===== src/rtl/core/clsp_pkg.sv =====
// shared types, constants and helpers of the cone lane steering core
// no dependencies; imported by every module of the core
package clsp_pkg;

    localparam int KEPT_PER_COLOR = 3;
    localparam int CNT_W          = $clog2(KEPT_PER_COLOR + 1);

    // fixed-point constants
    localparam logic [12:0] ONE_COLOR_SHIFT = 13'd6400;
    localparam logic [26:0] DEG_TO_RAD_Q32  = 27'd74961321;
    localparam logic [14:0] INV_PI_Q16      = 15'd20861;
    localparam logic [13:0] STEER_LIMIT     = 14'd10863;
    localparam logic [6:0]  LOOKAHEAD_FULL  = 7'd100;
    localparam logic [20:0] BEZ_DIVISOR     = 21'd2000000;
    localparam logic [37:0] BEZ_BIAS        = 38'd1000000;
    localparam logic [20:0] WMID_DIVISOR    = 21'd24;
    localparam logic [37:0] WMID_BIAS       = 38'd12;
    // reciprocals, rounded down: 2^46 / 15625 on the numerator over 2^11, 2^32 / 24
    localparam logic [32:0] BEZ_RECIP       = 33'd4503599627;
    localparam logic [27:0] WMID_RECIP      = 28'd178956970;

    // configuration register indices
    typedef enum logic [2:0] {
        CFG_KP      = 3'd0,
        CFG_KI      = 3'd1,
        CFG_BASE    = 3'd2,
        CFG_OFFSET  = 3'd3,
        CFG_REC_L   = 3'd4,
        CFG_REC_R   = 3'd5,
        CFG_LOOK    = 3'd6,
        CFG_WIDTH   = 3'd7
    } t_cfg_idx;

    typedef struct packed {
        logic [15:0]        kp;
        logic [15:0]        ki;
        logic signed [15:0] base;
        logic signed [15:0] offset;
        logic signed [15:0] rec_l;
        logic signed [15:0] rec_r;
        logic [6:0]         look;
        logic [12:0]        width;
    } t_cfg;

    // one kept cone
    typedef struct packed {
        logic        valid;
        logic [15:0] y;
        logic [15:0] x;
    } t_entry;

    // what a cell hands to its neighbour
    typedef struct packed {
        logic   stay;
        t_entry ent;
    } t_link;

    // snapshot of the kept cones at frame end
    typedef struct packed {
        logic [CNT_W-1:0]                     nb;
        logic [CNT_W-1:0]                     ny;
        logic [KEPT_PER_COLOR-1:0][15:0]      bx;
        logic [KEPT_PER_COLOR-1:0][15:0]      yx;
    } t_frame;

    typedef struct packed {
        logic signed [15:0] left;
        logic signed [15:0] right;
        logic signed [15:0] steer;
        logic               found;
    } t_result;

    function automatic logic [CNT_W-1:0] count_valid(input logic [KEPT_PER_COLOR-1:0] v);
        logic [CNT_W-1:0] n;
        n = '0;
        for (int i = 0; i < KEPT_PER_COLOR; i++) begin
            n = n + CNT_W'(v[i]);
        end
        return n;
    endfunction

endpackage


===== src/rtl/core/cone_lane_steering_pi_core.sv =====
// cone lane steering core: chain of nearest-cone cells per colour and a
// frame-end pi sequencer; depends on clsp_pkg, clsp_cell, clsp_ctrl
//
// usage:
//   s_axis carries one cone centroid per transaction (tdata x then y, tuser
//   has_centroid then colour); tlast closes the frame.
//   each colour keeps its three nearest cones in a row of three cells that
//   shift towards the far end as a nearer cone is inserted.
//   a transaction without tlast is accepted whenever the sequencer is idle and gives no result.
//   a tlast transaction starts the sequencer; s_axis_tready is low until the
//   result enters the output register. with no cone the sequencer goes from
//   select to the handoff, with one or two colours through the pi steps, and
//   with three pairs through the reciprocal divide on the weighted midpoint or
//   on the bezier (select, 11 multiplier steps, reciprocal divide, 8 pi steps, handoff).
//   m_axis delivers one transaction per frame (left, right, steer; tuser
//   target_found) from an output register; while the receiver stalls the
//   register holds, further non-final centroids are still accepted and a
//   second frame end waits in the sequencer with s_axis_tready low.
//   configuration writes are always ready and take effect at once; write
//   them only while the core is idle.
//   reset (synchronous, active low) empties the lists, clears the integral
//   and loads the default register values.
module cone_lane_steering_pi_core (
    input  logic        i_clk,
    input  logic        i_rst_n,
    input  logic        s_axis_tvalid,
    output logic        s_axis_tready,
    input  logic [31:0] s_axis_tdata,   // x_pos[15:0], y_pos[31:16]
    input  logic        s_axis_tlast,
    input  logic [1:0]  s_axis_tuser,   // has_centroid[0], cone_color[1]
    output logic        m_axis_tvalid,
    input  logic        m_axis_tready,
    output logic [47:0] m_axis_tdata,   // left_drive[15:0], right_drive[31:16], steer_angle[47:32]
    output logic [0:0]  m_axis_tuser,   // target_found[0]
    input  logic        i_cfg_valid,
    output logic        o_cfg_ready,
    input  logic [2:0]  i_cfg_index,
    input  logic [15:0] i_cfg_data
);
    import clsp_pkg::*;

    t_cfg    r_cfg;
    logic    r_out_valid;
    t_result r_out;

    t_link   lnk [2][KEPT_PER_COLOR+1];
    t_entry  new_ent;
    logic    in_acc;
    logic    load [2];
    logic    res_ready;
    logic    res_valid;
    logic    busy;
    t_result res;
    t_frame  frame;
    logic [KEPT_PER_COLOR-1:0] bvalid, yvalid;

    assign o_cfg_ready   = 1'b1;
    assign s_axis_tready = !busy;
    assign in_acc        = s_axis_tvalid && s_axis_tready;
    assign new_ent.valid = 1'b1;
    assign new_ent.x     = s_axis_tdata[15:0];
    assign new_ent.y     = s_axis_tdata[31:16];
    assign load[0]       = in_acc && s_axis_tuser[0] && !s_axis_tuser[1];
    assign load[1]       = in_acc && s_axis_tuser[0] && s_axis_tuser[1];

    // configuration registers
    always_ff @(posedge i_clk) begin
        if (!i_rst_n) begin
            r_cfg.kp     <= 16'd1966;
            r_cfg.ki     <= 16'd66;
            r_cfg.base   <= 16'sd1638;
            r_cfg.offset <= 16'sd1638;
            r_cfg.rec_l  <= 16'sd1638;
            r_cfg.rec_r  <= 16'sd2458;
            r_cfg.look   <= 7'd65;
            r_cfg.width  <= 13'd1280;
        end else if (i_cfg_valid) begin
            case (t_cfg_idx'(i_cfg_index))
                CFG_KP:     r_cfg.kp     <= i_cfg_data;
                CFG_KI:     r_cfg.ki     <= i_cfg_data;
                CFG_BASE:   r_cfg.base   <= i_cfg_data;
                CFG_OFFSET: r_cfg.offset <= i_cfg_data;
                CFG_REC_L:  r_cfg.rec_l  <= i_cfg_data;
                CFG_REC_R:  r_cfg.rec_r  <= i_cfg_data;
                CFG_LOOK:   r_cfg.look   <= i_cfg_data[6:0];
                CFG_WIDTH:  r_cfg.width  <= i_cfg_data[12:0];
                default: ;
            endcase
        end
    end

    // cell chains, nearest cone at the head
    for (genvar gc = 0; gc < 2; gc++) begin : g_color
        assign lnk[gc][0].stay = 1'b1;
        assign lnk[gc][0].ent  = '0;
        for (genvar gi = 0; gi < KEPT_PER_COLOR; gi++) begin : g_cell
            clsp_cell u_cell (
                .i_clk   (i_clk),
                .i_rst_n (i_rst_n),
                .i_load  (load[gc]),
                .i_clear (res_valid && res_ready),
                .i_new   (new_ent),
                .i_prev  (lnk[gc][gi]),
                .o_link  (lnk[gc][gi+1])
            );
        end
    end

    // frame snapshot for the sequencer
    always_comb begin
        for (int i = 0; i < KEPT_PER_COLOR; i++) begin
            bvalid[i]   = lnk[0][i+1].ent.valid;
            yvalid[i]   = lnk[1][i+1].ent.valid;
            frame.bx[i] = lnk[0][i+1].ent.x;
            frame.yx[i] = lnk[1][i+1].ent.x;
        end
        frame.nb = count_valid(bvalid);
        frame.ny = count_valid(yvalid);
    end

    clsp_ctrl u_ctrl (
        .i_clk       (i_clk),
        .i_rst_n     (i_rst_n),
        .i_start     (in_acc && s_axis_tlast),
        .i_cfg       (r_cfg),
        .i_frame     (frame),
        .o_busy      (busy),
        .o_res_valid (res_valid),
        .i_res_ready (res_ready),
        .o_res       (res)
    );

    // output register
    assign res_ready = !r_out_valid || m_axis_tready;

    always_ff @(posedge i_clk) begin
        if (!i_rst_n) begin
            r_out_valid <= 1'b0;
        end else if (res_valid && res_ready) begin
            r_out_valid <= 1'b1;
        end else if (m_axis_tready) begin
            r_out_valid <= 1'b0;
        end
    end

    always_ff @(posedge i_clk) begin
        if (res_valid && res_ready) begin
            r_out <= res;
        end
    end

    assign m_axis_tvalid = r_out_valid;
    assign m_axis_tdata  = {r_out.steer, r_out.right, r_out.left};
    assign m_axis_tuser  = r_out.found;

endmodule


===== src/rtl/core/clsp_cell.sv =====
// one insertion cell of the nearest-cone chain
// depends on clsp_pkg
module clsp_cell (
    input  logic           i_clk,
    input  logic           i_rst_n,
    input  logic           i_load,
    input  logic           i_clear,
    input  clsp_pkg::t_entry i_new,
    input  clsp_pkg::t_link  i_prev,
    output clsp_pkg::t_link  o_link
);
    import clsp_pkg::*;

    logic        r_valid;
    logic [15:0] r_x;
    logic [15:0] r_y;
    logic        stay;

    // a held cone at least as near as the new one keeps its place
    assign stay = r_valid && (r_y >= i_new.y);

    assign o_link.stay      = stay;
    assign o_link.ent.valid = r_valid;
    assign o_link.ent.x     = r_x;
    assign o_link.ent.y     = r_y;

    // valid flag
    always_ff @(posedge i_clk) begin
        if (!i_rst_n) begin
            r_valid <= 1'b0;
        end else if (i_clear) begin
            r_valid <= 1'b0;
        end else if (i_load && !stay) begin
            r_valid <= i_prev.stay ? 1'b1 : i_prev.ent.valid;
        end
    end

    // payload: take the new cone here, or the neighbour's as it shifts down
    always_ff @(posedge i_clk) begin
        if (i_load && !stay) begin
            if (i_prev.stay) begin
                r_x <= i_new.x;
                r_y <= i_new.y;
            end else begin
                r_x <= i_prev.ent.x;
                r_y <= i_prev.ent.y;
            end
        end
    end

endmodule


===== src/rtl/core/clsp_ctrl.sv =====
// frame-end sequencer: target pick, reciprocal divide, pi step, drive mix
// depends on clsp_pkg; one shared signed multiplier, registered product
module clsp_ctrl (
    input  logic              i_clk,
    input  logic              i_rst_n,
    input  logic              i_start,
    input  clsp_pkg::t_cfg    i_cfg,
    input  clsp_pkg::t_frame  i_frame,
    output logic              o_busy,
    output logic              o_res_valid,
    input  logic              i_res_ready,
    output clsp_pkg::t_result o_res
);
    import clsp_pkg::*;

    typedef enum logic [3:0] {
        S_IDLE, S_SEL, S_BEZ, S_DIV, S_DIVM, S_DIVC, S_ERR, S_KP, S_KI, S_DEG,
        S_RADM, S_RAD, S_TERMM, S_TERM, S_OUT
    } t_state;

    t_state              r_state;
    logic [3:0]          r_step;
    logic [13:0]         r_uu;
    logic [13:0]         r_kk;
    logic [3:0][19:0]    r_c;
    logic [37:0]         r_acc;
    logic [37:0]         r_num;
    logic                r_wmid;
    logic [16:0]         r_q;
    logic signed [17:0]  r_target;
    logic signed [18:0]  r_err;
    logic signed [31:0]  r_integ;
    logic signed [35:0]  r_pterm;
    logic signed [27:0]  r_deg;
    logic signed [15:0]  r_rad;
    logic signed [61:0]  r_prod;
    t_result             r_res;

    logic signed [33:0]  mul_a;
    logic signed [27:0]  mul_b;
    logic [16:0]         p0, p1, p2, w16;
    logic [6:0]          u;
    logic [8:0]          k3, u3;
    logic [20:0]         wsum;
    logic [37:0]         div_in;
    logic [20:0]         div_dsr;
    logic [16:0]         div_q;
    logic [37:0]         div_rem;
    logic                div_ge;
    logic signed [18:0]  err_c;
    logic signed [32:0]  integ_sum;
    logic signed [31:0]  integ_sat;
    logic signed [61:0]  deg_sum;
    logic signed [27:0]  deg_c;
    logic                prod_neg;
    logic [61:0]         prod_mag;
    logic [23:0]         rad_mag;
    logic [13:0]         rad_lim;
    logic [12:0]         term_mag;
    logic signed [13:0]  term;
    logic signed [16:0]  common;
    logic signed [17:0]  left_w, right_w;
    logic signed [15:0]  left_s, right_s;

    // pair sums and bezier weights
    always_comb begin
        p0   = {1'b0, i_frame.bx[0]} + {1'b0, i_frame.yx[0]};
        p1   = {1'b0, i_frame.bx[1]} + {1'b0, i_frame.yx[1]};
        p2   = {1'b0, i_frame.bx[2]} + {1'b0, i_frame.yx[2]};
        w16  = {i_cfg.width, 4'b0};
        u    = LOOKAHEAD_FULL - i_cfg.look;
        k3   = 9'(i_cfg.look) * 9'd3;
        u3   = 9'(u) * 9'd3;
        wsum = 21'(p0) * 21'd7 + 21'(p1) * 21'd4 + 21'(p2);
    end

    // shared multiplier operand selection
    always_comb begin
        mul_a = '0;
        mul_b = '0;
        case (r_state)
            S_BEZ: begin
                case (r_step)
                    4'd0: begin mul_a = 34'(u);        mul_b = 28'(u);          end
                    4'd1: begin mul_a = 34'(i_cfg.look); mul_b = 28'(i_cfg.look); end
                    4'd2: begin mul_a = 34'(r_uu);     mul_b = 28'(u);          end
                    4'd3: begin mul_a = 34'(r_uu);     mul_b = 28'(k3);         end
                    4'd4: begin mul_a = 34'(r_kk);     mul_b = 28'(u3);         end
                    4'd5: begin mul_a = 34'(r_kk);     mul_b = 28'(i_cfg.look); end
                    4'd6: begin mul_a = 34'(r_c[0]);   mul_b = 28'(w16);        end
                    4'd7: begin mul_a = 34'(r_c[1]);   mul_b = 28'(p0);         end
                    4'd8: begin mul_a = 34'(r_c[2]);   mul_b = 28'(p1);         end
                    default: begin mul_a = 34'(r_c[3]); mul_b = 28'(p2);       end
                endcase
            end
            S_DIV: begin
                mul_a = r_wmid ? 34'(WMID_RECIP) : 34'(BEZ_RECIP);
                mul_b = r_wmid ? 28'(r_num[20:0]) : 28'(r_num[37:11]);
            end
            S_DIVM:  begin mul_a = 34'(div_q);   mul_b = 28'(div_dsr);        end
            S_KP:    begin mul_a = 34'(r_err);   mul_b = 28'(i_cfg.kp);       end
            S_KI:    begin mul_a = 34'(r_integ); mul_b = 28'(i_cfg.ki);       end
            S_RADM:  begin mul_a = 34'(r_deg);   mul_b = 28'(DEG_TO_RAD_Q32); end
            S_TERMM: begin mul_a = 34'(r_rad);   mul_b = 28'(INV_PI_Q16);     end
            default: begin mul_a = '0;           mul_b = '0;                  end
        endcase
    end

    // divider numerator, quotient estimate from the reciprocal and its correction
    always_comb begin
        if (r_state == S_SEL) begin
            div_in = 38'(wsum) + WMID_BIAS;
        end else begin
            div_in = r_acc + r_prod[37:0] + BEZ_BIAS;
        end
        div_dsr = r_wmid ? WMID_DIVISOR : BEZ_DIVISOR;
        div_q   = r_wmid ? r_prod[48:32] : r_prod[58:42];
        div_rem = r_num - r_prod[37:0];
        div_ge  = div_rem >= 38'(div_dsr);
    end

    // error and saturating integral
    always_comb begin
        err_c     = 19'(r_target) - $signed({3'b0, i_cfg.width, 3'b0});
        integ_sum = 33'(r_integ) + 33'(err_c);
        if (integ_sum > 33'sh0_7FFF_FFFF) begin
            integ_sat = 32'sh7FFF_FFFF;
        end else if (integ_sum < -33'sh0_8000_0000) begin
            integ_sat = -32'sh8000_0000;
        end else begin
            integ_sat = integ_sum[31:0];
        end
    end

    // degree sum clamped to +-64 deg
    always_comb begin
        deg_sum = 62'(r_pterm) + r_prod;
        if (deg_sum > 62'sd67108864) begin
            deg_c = 28'sd67108864;
        end else if (deg_sum < -62'sd67108864) begin
            deg_c = -28'sd67108864;
        end else begin
            deg_c = deg_sum[27:0];
        end
    end

    // rounding of the product, half away from zero
    always_comb begin
        prod_neg = r_prod[61];
        prod_mag = prod_neg ? 62'(-r_prod) : 62'(r_prod);
        rad_mag  = 24'((prod_mag + (62'd1 << 37)) >> 38);
        rad_lim  = (rad_mag > 24'(STEER_LIMIT)) ? STEER_LIMIT : rad_mag[13:0];
        term_mag = 13'((prod_mag + (62'd1 << 15)) >> 16);
        term     = prod_neg ? -$signed({1'b0, term_mag}) : $signed({1'b0, term_mag});
        common   = 17'(i_cfg.base) + 17'(i_cfg.offset);
        left_w   = 18'(common) + 18'(term);
        right_w  = 18'(common) - 18'(term);
        left_s   = (left_w > 18'sd32767) ? 16'sh7FFF :
                   (left_w < -18'sd32768) ? -16'sh8000 : left_w[15:0];
        right_s  = (right_w > 18'sd32767) ? 16'sh7FFF :
                   (right_w < -18'sd32768) ? -16'sh8000 : right_w[15:0];
    end

    assign o_busy      = (r_state != S_IDLE);
    assign o_res_valid = (r_state == S_OUT);
    assign o_res       = r_res;

    // sequencer
    always_ff @(posedge i_clk) begin
        r_prod <= mul_a * mul_b;
        if (!i_rst_n) begin
            r_state <= S_IDLE;
            r_integ <= '0;
        end else begin
            case (r_state)
                S_IDLE: begin
                    if (i_start) begin
                        r_state <= S_SEL;
                    end
                end
                S_SEL: begin
                    r_step <= '0;
                    if (i_frame.nb == '0 && i_frame.ny == '0) begin
                        r_integ     <= '0;
                        r_res.left  <= i_cfg.rec_l;
                        r_res.right <= i_cfg.rec_r;
                        r_res.steer <= '0;
                        r_res.found <= 1'b0;
                        r_state     <= S_OUT;
                    end else if (i_frame.nb == CNT_W'(KEPT_PER_COLOR) &&
                                 i_frame.ny == CNT_W'(KEPT_PER_COLOR)) begin
                        if (i_cfg.look < LOOKAHEAD_FULL) begin
                            r_state <= S_BEZ;
                        end else begin
                            r_num   <= div_in;
                            r_wmid  <= 1'b1;
                            r_state <= S_DIV;
                        end
                    end else if (i_frame.nb != '0 && i_frame.ny != '0) begin
                        r_target <= 18'((18'(p0) + 18'd1) >> 1);
                        r_state  <= S_ERR;
                    end else if (i_frame.ny != '0) begin
                        r_target <= 18'(i_frame.yx[0]) + 18'(ONE_COLOR_SHIFT);
                        r_state  <= S_ERR;
                    end else begin
                        r_target <= 18'(i_frame.bx[0]) - 18'(ONE_COLOR_SHIFT);
                        r_state  <= S_ERR;
                    end
                end
                S_BEZ: begin
                    r_step <= r_step + 4'd1;
                    case (r_step)
                        4'd0: ;
                        4'd1: r_uu <= r_prod[13:0];
                        4'd2: r_kk <= r_prod[13:0];
                        4'd3, 4'd4, 4'd5, 4'd6: r_c[2'(r_step - 4'd3)] <= r_prod[19:0];
                        4'd7: r_acc <= r_prod[37:0];
                        4'd8, 4'd9: r_acc <= r_acc + r_prod[37:0];
                        default: begin
                            r_num   <= div_in;
                            r_wmid  <= 1'b0;
                            r_state <= S_DIV;
                        end
                    endcase
                end
                // reciprocal product issued, estimate may be one low
                S_DIV: r_state <= S_DIVM;
                S_DIVM: begin
                    r_q     <= div_q;
                    r_state <= S_DIVC;
                end
                S_DIVC: begin
                    r_target <= 18'(r_q) + 18'(div_ge);
                    r_state  <= S_ERR;
                end
                S_ERR: begin
                    r_err   <= err_c;
                    r_integ <= integ_sat;
                    r_state <= S_KP;
                end
                S_KP:   r_state <= S_KI;
                S_KI: begin
                    r_pterm <= r_prod[35:0];
                    r_state <= S_DEG;
                end
                S_DEG: begin
                    r_deg   <= deg_c;
                    r_state <= S_RADM;
                end
                S_RADM: r_state <= S_RAD;
                S_RAD: begin
                    r_rad   <= prod_neg ? -$signed({2'b0, rad_lim}) : $signed({2'b0, rad_lim});
                    r_state <= S_TERMM;
                end
                S_TERMM: r_state <= S_TERM;
                S_TERM: begin
                    r_res.left  <= left_s;
                    r_res.right <= right_s;
                    r_res.steer <= r_rad;
                    r_res.found <= 1'b1;
                    r_state     <= S_OUT;
                end
                S_OUT: begin
                    if (i_res_ready) begin
                        r_state <= S_IDLE;
                    end
                end
                default: r_state <= S_IDLE;
            endcase
        end
    end

endmodule


===== config.mk =====
export PLATFORM = sky130hd
export DESIGN_NAME = cone_lane_steering_pi_core
export DESIGN_NICKNAME = d
export VERILOG_FILES = /design/src/rtl/core/clsp_pkg.sv /design/src/rtl/core/cone_lane_steering_pi_core.sv /design/src/rtl/core/clsp_cell.sv /design/src/rtl/core/clsp_ctrl.sv
export SDC_FILE = /design/constraint.sdc
export NUM_CORES = 2
export LEC_CHECK = 0
export BUFFER_PORTS_ARGS = -buffer_cell sky130_fd_sc_hd__buf_2
export CAP_MARGIN = 20
export CORE_MARGIN = 8
export CORE_UTILIZATION = 35
export CTS_CLUSTER_DIAMETER = 120
export CTS_CLUSTER_SIZE = 12
export DETAILED_ROUTE_END_ITERATION = 16
export GPL_ROUTABILITY_DRIVEN = 0
export SLEW_MARGIN = 10
export SYNTH_ARGS = -nofsm -noshare
export SYNTH_HDL_FRONTEND = slang
export SYNTH_HIERARCHICAL = 1
export SYNTH_SLANG_ARGS = --single-unit

===== constraint.sdc =====
create_clock -name i_clk -period 11.2 [get_ports i_clk]
set_input_delay 0 -clock i_clk [delete_from_list [all_inputs] [get_ports i_clk]]
set_output_delay 0 -clock i_clk [all_outputs]
set_load 0.03 [all_outputs]

# [Yosys cells after proc, flatten, opt, wreduce, memory -nomap -nowiden]
# Index checks and enable logic that the tools add are counted.
[classes] n_addsub=31 n_mul=4 n_div=0 n_lt_le_gt_ge=19 n_eq_ne=40 shifts=0 n_mux=65 bitwise_logic=1 n_reduce_logical=78
[ops] op="$pmux W34 S7" count=1
[ops] op="$mux W16" count=12
[ops] op="$mux W38" count=5
[ops] op="$pmux W27 S7" count=1
[ops] op="$pmux W38 S2" count=2
[ops] op="$pmux W20 S7" count=1
[ops] op="$pmux W17 S7" count=1
[ops] op="$pmux W49 S2" count=1
[ops] op="$ge A16 B16 Y1" count=6
[ops] op="$mux W32" count=3
[ops] op="$bwmux W80" count=1
[ops] op="$mux W18" count=4
[ops] op="$add A16 B16 Y17" count=4
[ops] op="$pmux W32 S2" count=1
[ops] op="$add A36 B62 Y62" count=1
[ops] op="$add A62 B38 Y62 const B" count=1
[ops] op="$gt A62 B28 Y1 const B" count=1
[ops] op="$lt A62 B27 Y1 const B" count=1
[ops] op="$mul A34 B28 Y62" count=1
[ops] op="$mux W62" count=1
[ops] op="$neg A62 Y62" count=1
[ops] op="$pmux W4 S15" count=1
[ops] op="$mux W49" count=1
[ops] op="$mux W14" count=3
[ops] op="other kinds (72)" count=183
[totals] register_bits=834 latch_bits=0 mem_bits_rw=0 rom_bits=0 in_bits=59 out_inout_bits=52 wordCells=294 mem_count=0

# [Longest topological paths before layout]
[depth] ltp_word=10 mapped_depth=45 ltp_nobuf=44

# [Modules after synthesis]
# Netlist, hierarchy kept.
[by_module_without_submodules] module="clsp_ctrl" instances=1 cells_per_inst=8139 area_per_inst_um2=72354.4 seq_area_each_um2=13132.6
[by_module_without_submodules] module="clsp_cell" instances=6 cells_per_inst=132 area_per_inst_um2=1871.8 seq_area_each_um2=980.9
[by_module_without_submodules] module="cone_lane_steering_pi_core" instances=1 cells_per_inst=482 area_per_inst_um2=6023.3 seq_area_each_um2=3813.7

# [Least setup slack after synthesis]
# OpenSTA, ideal clock, no wires.
[synth_timing] kind="register to register" startpoint="reg g_color[1].g_cell[0].u_cell.r_x[0]" endpoint="reg u_ctrl.r_prod[58]" setup_ps=63 arrival_time_ps=10594 required_time_ps=11137 slack_ps=543 stages_incl_launch_ff=41 n_path_buf=1 period_less_slack_ps=10657 cell_sequence="edfxtp_1 ha_1 fa_1 a21o_1 a21oi_1 o21bai_1 a21oi_1 o21bai_1 a41o_1 o41ai_1 xnor2_1 a21oi_1 o31ai_1 clkbuf_1 nand2_1 fa_1 inv_1 fa_1 (+5 left out) fa_1 inv_1 fa_1 inv_1 ha_1 and2_1 a211oi_1 o21a_1 o31a_1 o31ai_1 nor2_1 o21ai_0 a21oi_1 o311ai_0 o31a_1 a221o_1 or4b_2 nand3_1"
[synth_between] elab_chain_cells=4
[synth_lines] item="from (decl)" line_no="clsp_cell.sv:15" text="logic [15:0] r_x;"
[synth_lines] item="from (signal assigned)" line_no="clsp_cell.sv:42" text="r_x <= i_new.x;"
[synth_lines] item="from (signal assigned)" line_no="clsp_cell.sv:45" text="r_x <= i_prev.ent.x;"
[synth_lines] item="$add A16 B16 Y17" line_no="clsp_ctrl.sv:67" text="p0 = {1'b0, i_frame.bx[0]} + {1'b0, i_frame.yx[0]};"
[synth_lines] item="$pmux W17 S7" line_no="clsp_ctrl.sv:83" text="case (r_step)"
[synth_lines] item="$pmux W27 S7" line_no="clsp_ctrl.sv:81" text="case (r_state)"
[synth_lines] item="$mul A34 B28 Y62" line_no="clsp_ctrl.sv:170" text="r_prod <= mul_a * mul_b;"
[synth_lines] item="to (signal assigned)" line_no="clsp_ctrl.sv:170"
[synth_lines] item="to (decl)" line_no="clsp_ctrl.sv:36" text="logic signed [61:0] r_prod;"
# Every way passes these cells.
# A chain may end at the register's enable or synchronous reset.

# [Worst setup path in the final report]
[layout_timing] startpoint="reg r_cfg[13] in the netlist's numbering" endpoint="reg u_ctrl.r_prod[58]"
[layout_between] elab_chain_cells=5 word_cells_on_any_way=8 classes_between="add/sub (1); mul (3); mux (4)"
[layout_lines] item="from (decl)" line_no="cone_lane_steering_pi_core.sv:42" text="t_cfg r_cfg;"
[layout_lines] item="$sub A7 B7 Y7" line_no="clsp_ctrl.sv:71" text="u = LOOKAHEAD_FULL - i_cfg.look;"
[layout_lines] item="$mul A7 B2 Y9" line_no="clsp_ctrl.sv:73" text="u3 = 9'(u) * 9'd3;"
[layout_lines] item="$pmux W17 S7" line_no="clsp_ctrl.sv:83"
[layout_lines] item="$pmux W27 S7" line_no="clsp_ctrl.sv:81"
[layout_lines] item="$mul A34 B28 Y62 *" line_no="clsp_ctrl.sv:170"
# Every way passes the cells marked *; elsewhere a longest branch is shown, timed or not.

==> results.md <==
- Commonest non-fill, non-tap cells in the layout: inv_1 (1,603), fa_1 (1,005), nand2_1 (910)
- Critical Path End Type: flop
- Core area: 254,000 sq um
- CP max stage delay: 0.63 ns
- Die ar.: 272,000 sq um
- H-tree depth: 3
- NumNets Final: 11.5k
- Sink Count: 834
- First-pass GRT wire length: 444,000 um
- Status: finished clean
- Grt ovf: 0
- Setup Slack @ Placement: -0.0194 ns
- R2r setup slk: 0.23 ns
- DRC Markers: 0
- CTS Root Cell: clkbuf_16
- Unrepaired setup endpoints after global routing: yes
- Post-DP HPWL: 235,000 um
- CP max FO: 24
- Fin worst setup slack: 0.228 ns
- Pwr/cell area: 272 nW/um^2
- Worst slew pin tran: 1.19 ns
- Mapped Cells: 9,409
- DRT Wirelength: 295,000 um
- Leak: 0.0445 uW
- Crit path DAT: 11.60 ns
- Fin Clk Skew: 0.0623 ns
- Drt wl/cell: 22.3 um
- Clk Latency, worst-skew pair: 0.74 ns
- Slowest cell on crit path: or4b_2
- CTS tree: yes
- Area delta synth->final: 11.4%
- 1st-pass router iterations: 8
- CP required: 11.83 ns
- Vias: 71.3k
- Most common cell after layout, fill and taps aside: inv_1
- Num CTS Buffers: 80
- Tcrit/Tclk final: 98.0%
- Largest net degree at the start of global routing: 82
- Vias in the first global route: 72.4k
- Slew headroom: 20.1%
- Minimum clock period: 10.97 ns
- Top-level port count: 111
- Initial antenna violation count: 16
- # port buffers: 109
- Syn Std Cell Area: 89,600 sq um
- Dpl cell area: 96,600 sq um
- Routed vias/inst: 5.40
- Initial Utilization: 35.2%
- Chip Width: 522 um
- Total GRT Usage: 21.1%
- Worst IR Drop VDD: 0.311 mV
- Syn avg cell area: 9.52 sq um
- Ys Warns: 6
- Final setup viols: 0
- Final instance area: 99,800 sq um
- CTS Buffer Depth: 3
- CTS clock-pin slew for the worst setup and hold paths: 0.08 ns
- Final ANT Viol Nets: 0
- Max-slew violation count: 0
- Final Hold Viols: 0
- HP Class: primary input to flop
- CP Launch Type: flop
- Crit path kind: flop to flop
- Layout cell share with drive strength beyond 1: 10.1%
- Row cnt: 185
- Starting DRT DRC Count: 6,957
- Fmax achieved: 0.0911 GHz
- Die Y-Extent: 522 um
- Max cap viols: 0
- CP most frequent cell: fa_1
[per-stage QoR]
step	TNS, ns	instances	total power, uW	util [%]	hold WS, ns
after floorplan	0	9537	17300	-	0.161
after global placement	0	13000	23600	38.0	0.300
after detailed placement	-0.0194	13000	23900	38.0	0.323
after CTS	0	13200	26800	39.1	0.00341
after global routing	-0.0711	13200	29200	39.2	0.00928
final	0	13200	27100	39.2	0.0478
[power breakdown]
group          switching [uW]  internal [uW]  total [uW]  leakage [uW]
clock network            1300           1370        2660       0.00113
logic                   12500           7590       20100        0.0359
registers                 492           3920        4410       0.00740
total                   14300          12900       27100        0.0445
[flip-flops by register name, summed over array words and instances (netlist names)]
name                           cells
u_ctrl/r_uu                       14
u_ctrl/r_target                   18
u_ctrl/r_kk                       14
u_ctrl/r_step                      4
u_ctrl/r_integ                    32
u_ctrl/r_deg                      28
u_ctrl/r_q                        17
g_color.g_cell.u_cell/r_y         96
u_ctrl/r_wmid                      1
u_ctrl/r_c                        80
g_color.g_cell.u_cell/r_x         96
m_axis_tvalid                      1
u_ctrl/r_state                     4
u_ctrl/r_prod                     62
u_ctrl/o_res                      49
u_ctrl/r_pterm                    36
g_color.g_cell.u_cell/r_valid      6
m_axis_tuser                       1
m_axis_tdata                      48
u_ctrl/r_num                      38
u_ctrl/r_rad                      16
u_ctrl/r_acc                      38
u_ctrl/r_err                      19
r_cfg                            116
[metal layers]
metal / vias to the layer above / share of wire (%) / track usage (%)
met3: 662 / 9.5 / 4.91
li1: 31900 / - / -
met1: 35600 / 41 / 27.8
met2: 3131 / 44 / 33.4
met4: 4 / 5.3 / 9.11
met5: - / 0.0068 / 0
[worst paths after layout]
check | from | end | cells after the start
min | m_axis_tready | u_ctrl/r_state[2] | 4
max | r_cfg[13] | u_ctrl/r_prod[58] | 41
max reg2reg | r_cfg[13] | u_ctrl/r_prod[58] | 41
min reg2reg | u_ctrl/o_res[38] | m_axis_tdata[5] | 0
[layout make-up]
type,count,area (sq um)
Timing Repair Buffer,529,4220
Fill cell,25000,155000
Antenna cell,7,17.5
Clock buffer,132,2220
Clock inverter,10,150
Sequential cell,834,22800
Tap cell,3366,4210
Inverter,1604,6020
Multi-Input combinational cell,6707,60100
[timing repair]
item,4_1_cts,5_1_grt
hold endpoints to repair,310,0
gates cloned,0,1
setup buffers,1,3
resized for setup,3,39
setup endpoints to repair,2,14
hold buffers,54,0
pin swaps,1,12
[worst max-delay path: cells and delay by family (launching register included)]
family / cells / cell delay, ns
flip-flops: 1 / 0.34
adder cells (fa/ha/maj): 10 / 4.39
buffers and inverters: 10 / 1.30
AND/OR/NAND/NOR: 5 / 1.25
XOR/XNOR: 2 / 0.29
AO/OA/AOI/OAI: 14 / 3.28
No activity file was read; power rests on OpenSTA's default activity.
